$ cat config.mk
export PLATFORM = sky130hd
export DESIGN_NAME = tles_out_seq
export DESIGN_NICKNAME = d
export VERILOG_FILES = /design/src/rtl/core/tles_pkg.sv /design/src/rtl/core/tles_out_seq.sv
export SDC_FILE = /design/constraint.sdc
export NUM_CORES = 1
export LEC_CHECK = 0
export BUFFER_PORTS_ARGS = -buffer_cell sky130_fd_sc_hd__buf_4
export CAP_MARGIN = 15
export CORE_AREA = 2 2 135 137
export DETAILED_ROUTE_END_ITERATION = 10
export DIE_AREA = 0 0 137 139
export GPL_TIMING_DRIVEN = 0
export HOLD_SLACK_MARGIN = 0.15
export PLACE_DENSITY = 0.76
export SLEW_MARGIN = 20
export SYNTH_ARGS = -nofsm -noshare
export SYNTH_HDL_FRONTEND = slang
export SYNTH_SLANG_ARGS = --single-unit
$ cat constraint.sdc
create_clock -name clock -period 10 [get_ports clock]
set_input_delay 1 -clock clock [delete_from_list [all_inputs] [get_ports clock]]
set_output_delay 1 -clock clock [all_outputs]
set_load 0.02 [all_outputs]
$ cat src/rtl/core/tles_pkg.sv
`default_nettype none

package tles_pkg;

   // configuration port
   localparam int CSR_INDEX_W = 4;
   localparam int CSR_DATA_W  = 16;

   typedef enum logic [CSR_INDEX_W-1:0] {
      CSR_MAX_WIDTH  = 4'd0,
      CSR_MAX_HEIGHT = 4'd1
   } csr_index_type;

   localparam logic [CSR_DATA_W-1:0] LIMIT_RESET = 16'd32;

   // edge that gets bisected
   typedef enum logic [1:0] {
      EDGE_AB = 2'd0,
      EDGE_BC = 2'd1,
      EDGE_AC = 2'd2
   } edge_sel_type;

   // control travelling with a triangle into the result sequencer
   typedef struct packed {
      logic split;
      logic batch_last;
   } tri_ctrl_type;

   // flags shown with each result item
   typedef struct packed {
      logic split;
      logic last;
      logic batch_end;
   } rsp_flag_type;

endpackage

`default_nettype wire

$ cat src/rtl/core/tles_out_seq.sv
`default_nettype none

module tles_out_seq #(
   parameter int COORD_WIDTH = 24
) (
   input  wire                                clock,
   input  wire                                reset,
   input  wire                                in_valid,
   output logic                               in_ready,
   input  wire tles_pkg::tri_ctrl_type        in_ctrl,
   input  wire logic signed [COORD_WIDTH-1:0] in_p_x,
   input  wire logic signed [COORD_WIDTH-1:0] in_p_y,
   input  wire logic signed [COORD_WIDTH-1:0] in_q_x,
   input  wire logic signed [COORD_WIDTH-1:0] in_q_y,
   input  wire logic signed [COORD_WIDTH-1:0] in_r_x,
   input  wire logic signed [COORD_WIDTH-1:0] in_r_y,
   input  wire logic signed [COORD_WIDTH-1:0] in_m_x,
   input  wire logic signed [COORD_WIDTH-1:0] in_m_y,
   output logic                               out_valid,
   input  wire                                out_ready,
   output tles_pkg::rsp_flag_type             out_flag,
   output logic signed [COORD_WIDTH-1:0]      out_x0,
   output logic signed [COORD_WIDTH-1:0]      out_y0,
   output logic signed [COORD_WIDTH-1:0]      out_x1,
   output logic signed [COORD_WIDTH-1:0]      out_y1,
   output logic signed [COORD_WIDTH-1:0]      out_x2,
   output logic signed [COORD_WIDTH-1:0]      out_y2
);
   import tles_pkg::*;

   logic                          valid_ff, valid_in;
   logic                          phase_ff, phase_in;
   tri_ctrl_type                  ctrl_ff;
   logic signed [COORD_WIDTH-1:0] p_x_ff, p_y_ff, q_x_ff, q_y_ff;
   logic signed [COORD_WIDTH-1:0] r_x_ff, r_y_ff, m_x_ff, m_y_ff;
   logic                          last;
   logic                          fire;
   logic                          load;

   // a split triangle gives two items, the first vertex switching from P to Q
   assign last     = !ctrl_ff.split || phase_ff;
   assign fire     = valid_ff && out_ready;
   assign in_ready = !valid_ff || (out_ready && last);
   assign load     = in_valid && in_ready;

   always_comb begin
      valid_in = valid_ff;
      phase_in = phase_ff;
      if (load) begin
         valid_in = 1'b1;
         phase_in = 1'b0;
      end else if (fire) begin
         if (last) begin
            valid_in = 1'b0;
         end else begin
            phase_in = 1'b1;
         end
      end
   end

   always_ff @(posedge clock) begin
      if (reset) begin
         valid_ff <= 1'b0;
         phase_ff <= 1'b0;
      end else begin
         valid_ff <= valid_in;
         phase_ff <= phase_in;
      end
   end

   // triangle held while its items drain
   always_ff @(posedge clock) begin
      if (load) begin
         ctrl_ff <= in_ctrl;
         p_x_ff  <= in_p_x;
         p_y_ff  <= in_p_y;
         q_x_ff  <= in_q_x;
         q_y_ff  <= in_q_y;
         r_x_ff  <= in_r_x;
         r_y_ff  <= in_r_y;
         m_x_ff  <= in_m_x;
         m_y_ff  <= in_m_y;
      end
   end

   assign out_valid          = valid_ff;
   assign out_flag.split     = ctrl_ff.split;
   assign out_flag.last      = last;
   assign out_flag.batch_end = last && ctrl_ff.batch_last;
   assign out_x0             = phase_ff ? q_x_ff : p_x_ff;
   assign out_y0             = phase_ff ? q_y_ff : p_y_ff;
   assign out_x1             = r_x_ff;
   assign out_y1             = r_y_ff;
   assign out_x2             = m_x_ff;
   assign out_y2             = m_y_ff;

endmodule

`default_nettype wire

Word level (Yosys, flattened, before mapping)
Index checks and enable logic that the tools add are counted.
{"block": "op_classes", "mux": 5, "bitwise_logic": 1, "n_reduce_logical": 13}
{"op": "$mux 24", "count": 2}
{"op": "$logic_and 1x1->1", "count": 4}
{"op": "$reduce_and 2->1", "count": 2}
{"op": "$reduce_bool 2->1", "count": 2}
{"op": "$mux 1", "count": 3}
{"op": "$logic_not 1->1", "count": 2}
{"op": "$logic_or 1x1->1", "count": 2}
{"op": "$reduce_or 2->1", "count": 1}
{"op": "$not 1->1", "count": 1}
{"block": "word_totals", "reg_bits": 196, "output_inout_bits": 149, "elab_cells": 31}

Logic depth before layout (Yosys ltp)
Gate-level depths: netlist (run 1).
{"block": "depth", "word_depth": 7, "ltp_mapped": 4, "depth_no_buf": 3}

Worst setup path after synthesis (run 1)
Ideal clock, no wire load.
{"block": "synth_path", "kind": "input -> register", "start": "input port out_ready", "end": "register ctrl_ff[0] in the netlist's numbering (enable)", "arrival_ns": 5.918, "setup_slack_ns": 3.505, "stages": 3, "path_buffers": 0, "cell_sequence": "inv_1 -> o21ai_1 -> and2_1"}
{"block": "synth_between", "elab_chain_cells": 3}
{"element": "start, declared", "line": "tles_out_seq.sv:20", "rtl": "input wire out_ready,"}
{"element": "$logic_and 1x1->1", "line": "tles_out_seq.sv:43", "rtl": "assign in_ready = !valid_ff || (out_ready && last);"}
{"element": "$logic_or 1x1->1", "line": "tles_out_seq.sv:43"}
{"element": "via in_ready", "line": "tles_out_seq.sv:9", "rtl": "output logic in_ready,"}
{"element": "$logic_and 1x1->1", "line": "tles_out_seq.sv:44", "rtl": "assign load = in_valid && in_ready;"}
{"element": "via load", "line": "tles_out_seq.sv:38", "rtl": "logic load;"}
{"element": "end signal, assigned", "line": "tles_out_seq.sv:74", "rtl": "ctrl_ff <= in_ctrl;"}
{"element": "end, declared", "line": "tles_out_seq.sv:33", "rtl": "tri_ctrl_type ctrl_ff;"}
The timed path passes the listed nets, and every way through them passes these cells.
A chain may end at the register's enable or synchronous reset.

Final worst setup path (run 1)
{"block": "layout_path", "start": "register phase_ff", "end": "output port out_y0[17]"}
{"block": "layout_between", "elab_chain_cells": 1}
{"element": "start, declared", "line": "tles_out_seq.sv:32", "rtl": "logic phase_ff, phase_in;"}
{"element": "start signal, assigned", "line": "tles_out_seq.sv:67", "rtl": "phase_ff <= phase_in;"}
{"element": "$mux 24", "line": "tles_out_seq.sv:91", "rtl": "assign out_y0 = phase_ff ? q_y_ff : p_y_ff;"}
{"element": "end, declared", "line": "tles_out_seq.sv:23", "rtl": "output logic signed [COORD_WIDTH-1:0] out_y0,"}
No other way between the ends.

==> flow_summary.json, run 1 <==
{
  "status": "finished, final reports clean",
  "clkSinkCount": 196,
  "cts_setup_buffers": 0,
  "hpwl_mm": 12.5,
  "skew_ns": 0.0132,
  "design.portCount": 347,
  "drt-total-wl_mm": 16.3,
  "diodes": 0,
  "die_area_sq_mm": 0.0190,
  "vias_per_cell": 4.43,
  "critical_path_cell_count": 4,
  "max_clock_freq_mhz": 355,
  "switching_share": 0.238,
  "clkLatencyLatePin_ns": 0.42,
  "layout_setup_ws_ns": 7.18,
  "arrival_ns": 1.82,
  "yosysWarningCount": 0,
  "yosysTopAreaCellShare": 0.889,
  "first_pass_iters": 4,
  "synth_area_leader_cell": "edfxtp_1",
  "r2r-start": "phase_ff",
  "critPathBufInv": 3,
  "ctsResizeCount": 0,
  "wire_per_inst_um": 18.6,
  "worst_pin_slew_ns": 0.685,
  "crit_path_max_incr_delay_ns": 0.45,
  "p_per_area_mw_per_mm2": 186,
  "synth_ff_type": "edfxtp_1",
  "io_buffers": 346,
  "syn2layout_area_growth_pct": 54.5,
  "finalSetupViolations": 0,
  "coreArea_sq_mm": 0.0177,
  "setup_tns_ns": 0,
  "p_leak_nw": 4.14,
  "crit_top_cell": "buf_4",
  "synth_area_leaders": "edfxtp_1, mux2_2, mux2_4, dfxtp_1, buf_4",
  "die-height_um": 139,
  "required_ns": 9.00,
  "drc": 0,
  "cts.hold.buffers_added": 0,
  "ir_drop_mv": 0.115,
  "layout_min_cycle_time_ns": 2.82,
  "r2r_cells": 5,
  "synth-seq-area-share": 0.896,
  "htreeDepth": 4,
  "yosysUniqueCellTypes": 13,
  "clk_path_buf_depth": 2,
  "maxSlewViolCount": 0,
  "cp_max_fo": 10,
  "worstPathCellList": "buf_4 > buf_6 > mux2_4 > buf_4",
  "preCtsSetupSlack_ns": 6.97,
  "first_global_vias": 4155,
  "grt_antenna_before_repair": 0,
  "globalplace.congestion": 0.795,
  "async_reset_ff_frac": 0,
  "hold_path_class": "flip-flop to flip-flop",
  "critPathSlowestCell": "dfxtp_1",
  "synthTopCellsByCount": "edfxtp_1, mux2_2, mux2_4",
  "grtUsageTotal": 0.166,
  "cp-startpoint": "phase_ff",
  "sequentialPowerShare": 0.518,
  "grt_overflow": 0,
  "p_comb_frac": 0.118,
  "numCtsBuffers": 17,
  "synth_area_per_cell_sq_um": 24.9,
  "synth_fp_nets": 461,
  "p_total_mw": 1.88,
  "period_share": 0.282,
  "grt_max_degree": 65,
  "synthMostInstantiatedCell": "edfxtp_1",
  "ys_seq_elements": 196,
  "rsz0062_at_grt": "no",
  "num_vias": 3865,
  "grt_pass1_wl_mm": 23.1,
  "drt-initial-drc-count": 137,
  "path_delay_family": "buffers and inverters",
  "root_buffer": "clkbuf_16",
  "cp-start-kind": "flip-flop",
  "p_int_mw": 1.44,
  "clkPwrFrac": 0.364,
  "synth_area_sq_mm": 0.00655,
  "p_sw_mw": 0.449,
  "start_util": 0.371,
  "critPathKind": "flip-flop to primary output",
  "rr_endpoint": "out_x2[0]",
  "nFillCells": 1360,
  "slew_headroom": 0.543,
  "detail-route-antenna-nets": 0,
  "syn_inst": 263,
  "core.rowCount": 49,
  "fin_nets": 829,
  "die_w_um": 137,
  "hold_viol": 0,
  "critPathCaptureType": "primary output",
  "rrSetupSlack_ns": 7.56,
  "drive_gt1_frac": 0.679,
  "hold_slack_ns": 0.514,
  "path_clk_slew_ns": 0.07,
  "endpoint": "out_y0[17]",
  "synth_edf_count": 194,
  "cts_tree": "built",
  "max_cap_viol_count": 0
}
## how the worst min path moves through the flow
| stage | depth (start not counted) | start | to |
|---|---|---|---|
| after global routing | 2 | out_valid | phase_ff |
| after floorplan | 2 | out_valid | phase_ff |
| after CTS | 2 | out_valid | phase_ff |
| after detailed placement | 2 | out_valid | phase_ff |
| final | 2 | out_valid | phase_ff |
| after global placement | 2 | out_valid | phase_ff |
## layout make-up
class / count / area, sq um / share of cell area
buffer: 7 / 48.8 / 0.00482
clock buffer: 17 / 425 / 0.0420
clock inverter: 15 / 183 / 0.0181
inverter: 3 / 11.3 / 0.00111
multi-input combinational: 57 / 627 / 0.0619
sequential: 196 / 5870 / 0.580
tap: 229 / 287 / 0.0283
timing repair buffer: 349 / 2670 / 0.264
## cells in the final DEF (no fill, tap or decap)
cell type / n
and2_1: 1
nand3_1: 1
buf_16: 2
nor2b_1: 2
buf_4: 349
o21ai_1: 2
clkbuf_16: 17
buf_6: 1
buf_2: 3
edfxtp_1: 194
inv_8: 2
clkinv_8: 4
mux2_4: 9
and2_4: 1
mux2_2: 39
clkinv_2: 1
dfxtp_1: 2
buf_12: 1
inv_1: 3
a21oi_1: 2
bufinv_16: 1
clkinvlp_4: 1
inv_6: 6
## tightest hold or removal path: stages (launching register included)
cell and delay (ns):
dfxtp_1 0.34, nand3_1 0.08, a21oi_1 0.06
## routing by layer
metal / routed length (um) / global-route usage / vias up
li1: - / - / 1778
met2: 8860 / 0.297 / 204
met1: 5510 / 0.173 / 1856
met5: 0 / 0 / -
met4: 399 / 0.0629 / 0
met3: 1500 / 0.0621 / 27
## stage by stage
stage	utilization	instances	area (sq um)
2_1_floorplan	-	263	6550
3_3_place_gp	0.534	838	9430
3_5_place_dp	0.539	841	9510
4_1_cts	0.573	873	10100
5_1_grt	0.573	873	10100
6_report	0.573	873	10100
## power groups by stage
stage / registers (mW) / logic (mW) / clock network (mW)
after global routing: 0.981 / 0.235 / 0.735
final: 0.976 / 0.223 / 0.686
after CTS: 0.977 / 0.226 / 0.705
after detailed placement: 0.995 / 0.225 / 0
after global placement: 1.01 / 0.214 / 0
after floorplan: 1.03 / 0.0578 / 0
## cells by family after synthesis
group,after synthesis,share of synthesized area
buffers and inverters,10,0.00917
DFF,196,0.896
muxes,48,0.0877
AOI/OAI and AO/OA,4,0.00306
and+or+nand+nor,5,0.00458
## flip-flops by register name, summed over array words and instances (netlist names)
register and cells:
out_valid 1, ctrl_ff 1, q_x_ff 24, phase_ff 1, out_flag 1, out_x2 24, p_x_ff 24, p_y_ff 24
out_y2 24, out_y1 24, out_x1 24, q_y_ff 24
Note: power is estimated with default switching activity, not from simulation.
==> inputs of run 2 (changes only) <==
clock period = 2.7 ns   (was 10 ns; I/O delays follow)
==> flow_summary.json, run 2 <==
{
  "status": "aborted with a tool error",
  "stop_stage": "clock tree synthesis (4_1_cts)",
  "error": "[ERROR RSZ-0060] Max buffer count reached.",
  "root_buffer": "clkbuf_16",
  "ys_seq_elements": 196,
  "yosysTopAreaCellShare": 0.889,
  "synth_fp_nets": 461,
  "yosysWarningCount": 0,
  "synthTopCellsByCount": "edfxtp_1, mux2_2, mux2_4",
  "clkSinkCount": 196,
  "synthMostInstantiatedCell": "edfxtp_1",
  "die_w_um": 137,
  "design.portCount": 347,
  "synth_ff_type": "edfxtp_1",
  "cts.hold.buffers_added": 175,
  "synth_area_leaders": "edfxtp_1, mux2_2, mux2_4, dfxtp_1, buf_4",
  "start_util": 0.371,
  "async_reset_ff_frac": 0,
  "yosysUniqueCellTypes": 13,
  "core.rowCount": 49,
  "die-height_um": 139,
  "synth-seq-area-share": 0.896,
  "preCtsSetupSlack_ns": 0.367,
  "ctsResizeCount": 0,
  "clk_path_buf_depth": 2,
  "synth_area_per_cell_sq_um": 24.9,
  "synth_edf_count": 194,
  "htreeDepth": 4,
  "dpl.cell_count": 841,
  "syn_inst": 263,
  "globalplace.congestion": 0.771,
  "synth_area_leader_cell": "edfxtp_1",
  "cts_setup_buffers": 0,
  "hpwl_mm": 12.4,
  "io_buffers": 346,
  "synth_area_sq_mm": 0.00655,
  "numCtsBuffers": 17
}
run 2: metrics by stage:
stage	hold slack [ns]	util	setup TNS (ns)	area, sq um
2_1_floorplan	0.339	-	0	6560
3_3_place_gp	0.442	0.535	-50.86	9440
3_5_place_dp	0.443	0.539	0	9520
run 2: cells by family after synthesis:
kind of cell / synth area share
flops: 0.896
mux: 0.0877
buf+inv: 0.00917
simple gates: 0.00458
compound gates: 0.00306
==> inputs of run 3 (changes only) <==
HOLD_SLACK_MARGIN = unset   (was 0.15)
PLACE_DENSITY = unset   (was 0.76)
PLACE_DENSITY_LB_ADDON = 0.15   (was unset)
==> flow_summary.json, run 3 (synthesis results as in run 1) <==
{
  "arrival_ns": 2.48,
  "dpl.cell_count": 842,
  "status": "finished, final reports clean",
  "grtUsageMet3": 0.0735,
  "setup_tns_ns": 0,
  "clk_path_buf_depth": 2,
  "ir_drop_mv": 0.734,
  "min_path_cells": 1,
  "io_buffers": 346,
  "first_global_vias": 5026,
  "nFillCells": 1215,
  "cp-startpoint": "out_flag[2]",
  "grtUsageMet1": 0.190,
  "layout_min_cycle_time_ns": 2.36,
  "htreeDepth": 4,
  "r2r_cells": 6,
  "hold_path_class": "input port to flip-flop",
  "syn2layout_area_growth_pct": 80.0,
  "start_util": 0.371,
  "required_ns": 2.82,
  "rrSetupSlack_ns": 0.34,
  "critPathKind": "flip-flop to flip-flop",
  "globalplace.congestion": 0.763,
  "layout_commonest_cell": "buf_4",
  "switching_share": 0.237,
  "design.portCount": 347,
  "fin_nets": 997,
  "grt_antenna_before_repair": 1,
  "clkLatencyLatePin_ns": 0.43,
  "sequentialPowerShare": 0.505,
  "drt-initial-drc-count": 138,
  "die-height_um": 139,
  "slew_headroom": 0.694,
  "final_area_sq_mm": 0.0118,
  "p_int_mw": 5.46,
  "num_vias": 4595,
  "max_clock_freq_mhz": 424,
  "final_util": 0.668,
  "p_sw_mw": 1.69,
  "place_area_sq_mm": 0.00953,
  "finalSetupViolations": 0,
  "endpoint": "out_y2[16]",
  "wire_per_inst_um": 17.6,
  "grt_pass1_wl_mm": 26.4,
  "grt_util_met2": 0.338,
  "rsz0062_at_grt": "no",
  "root_buffer": "clkbuf_16",
  "finalNonFillerCells": 1041,
  "top_usage_layer": "met2",
  "worst_pin_slew_ns": 0.460,
  "drt-total-wl_mm": 18.3,
  "vias_per_cell": 4.41,
  "critPathCaptureType": "flip-flop",
  "maxSlewViolCount": 0,
  "first_pass_iters": 4,
  "clkSinkCount": 196,
  "mostFrequentLayoutCells": "buf_4, edfxtp_1, dlygate4sd3_1",
  "core.rowCount": 49,
  "hpwl_mm": 12.1,
  "die_w_um": 137,
  "clkPwrFrac": 0.350,
  "r2r-start": "out_flag[2]",
  "grt_max_degree": 54,
  "hold_viol": 0,
  "period_share": 0.873,
  "cts_tree": "built",
  "path_clk_slew_ns": 0.07,
  "die_area_sq_mm": 0.0190,
  "coreArea_sq_mm": 0.0177,
  "cp-start-kind": "flip-flop",
  "ctsResizeCount": 0,
  "drive_gt1_frac": 0.540,
  "p_comb_frac": 0.145,
  "rr_endpoint": "out_y2[16]",
  "numCtsBuffers": 17,
  "p_leak_nw": 4.83,
  "skew_ns": 0.0143,
  "grt_overflow": 0,
  "p_per_area_mw_per_mm2": 607,
  "drc": 0,
  "cp_max_fo": 43,
  "grtUsageTotal": 0.188,
  "max_cap_viol_count": 0,
  "hold_slack_ns": 0.0237,
  "detail-route-antenna-nets": 0
}
-- run 3: layout make-up --
| type | count | area (sq um) | area share |
|---|---|---|---|
| flip-flops and latches | 196 | 5870 | 0.497 |
| clock buffers | 17 | 425 | 0.0361 |
| diodes | 1 | 2.50 | 0.000212 |
| multi-input cells | 57 | 631 | 0.0535 |
| clock inverters | 14 | 164 | 0.0139 |
| inverters | 3 | 11.3 | 0.000955 |
| well taps | 229 | 287 | 0.0243 |
| plain buffers | 7 | 48.8 | 0.00414 |
| repair buffers | 517 | 4360 | 0.369 |
-- run 3: routing by layer --
metal	part of all wire	wire length (um)
met5	0	0
met4	0.031	566
met3	0.090	1640
met2	0.54	9840
met1	0.34	6260
-- run 3: worst min path at each step --
stage / to / startpoint / slack (ns)
2_1_floorplan: out_valid / reset / 0.34
3_3_place_gp: out_valid / reset / 0.44
3_5_place_dp: out_valid / reset / 0.45
4_1_cts: q_y_ff[1] / in_q_y[1] / 0.00003
5_1_grt: q_x_ff[22] / in_q_x[22] / 0.0003
6_report: out_y2[0] / in_m_y[0] / 0.02
-- run 3: timing repair --
action                    CTS  global route
hold buffers              148            19
hold endpoints to repair  149            19
setup buffers               0             0
-- run 3: per-stage QoR --
stage               power, mW  setup slack (ns)
finish                   7.15             0.343
floorplan                4.01            0.0232
detailed placement       4.52             0.300
global route             7.41             0.206
global placement         4.48            -0.345
CTS                      7.21             0.303
-- run 3: power groups by stage --
| stage | Combinational, mW | Sequential (mW) | Clock (mW) |
|---|---|---|---|
| global placement | 0.800 | 3.68 | 0 |
| finish | 1.04 | 3.61 | 2.50 |
| global route | 1.09 | 3.63 | 2.69 |
| CTS | 1.01 | 3.61 | 2.58 |
| detailed placement | 0.835 | 3.68 | 0 |
| floorplan | 0.216 | 3.79 | 0 |
-- run 3: critical path, cell delays in order, from the launching register on --
cell	delay (ns)
edfxtp_1	0.39
nor2b_1	0.19
o21ai_2	0.16
and2_4	0.46
buf_12	0.29
buf_12	0.27
buf_12	0.25
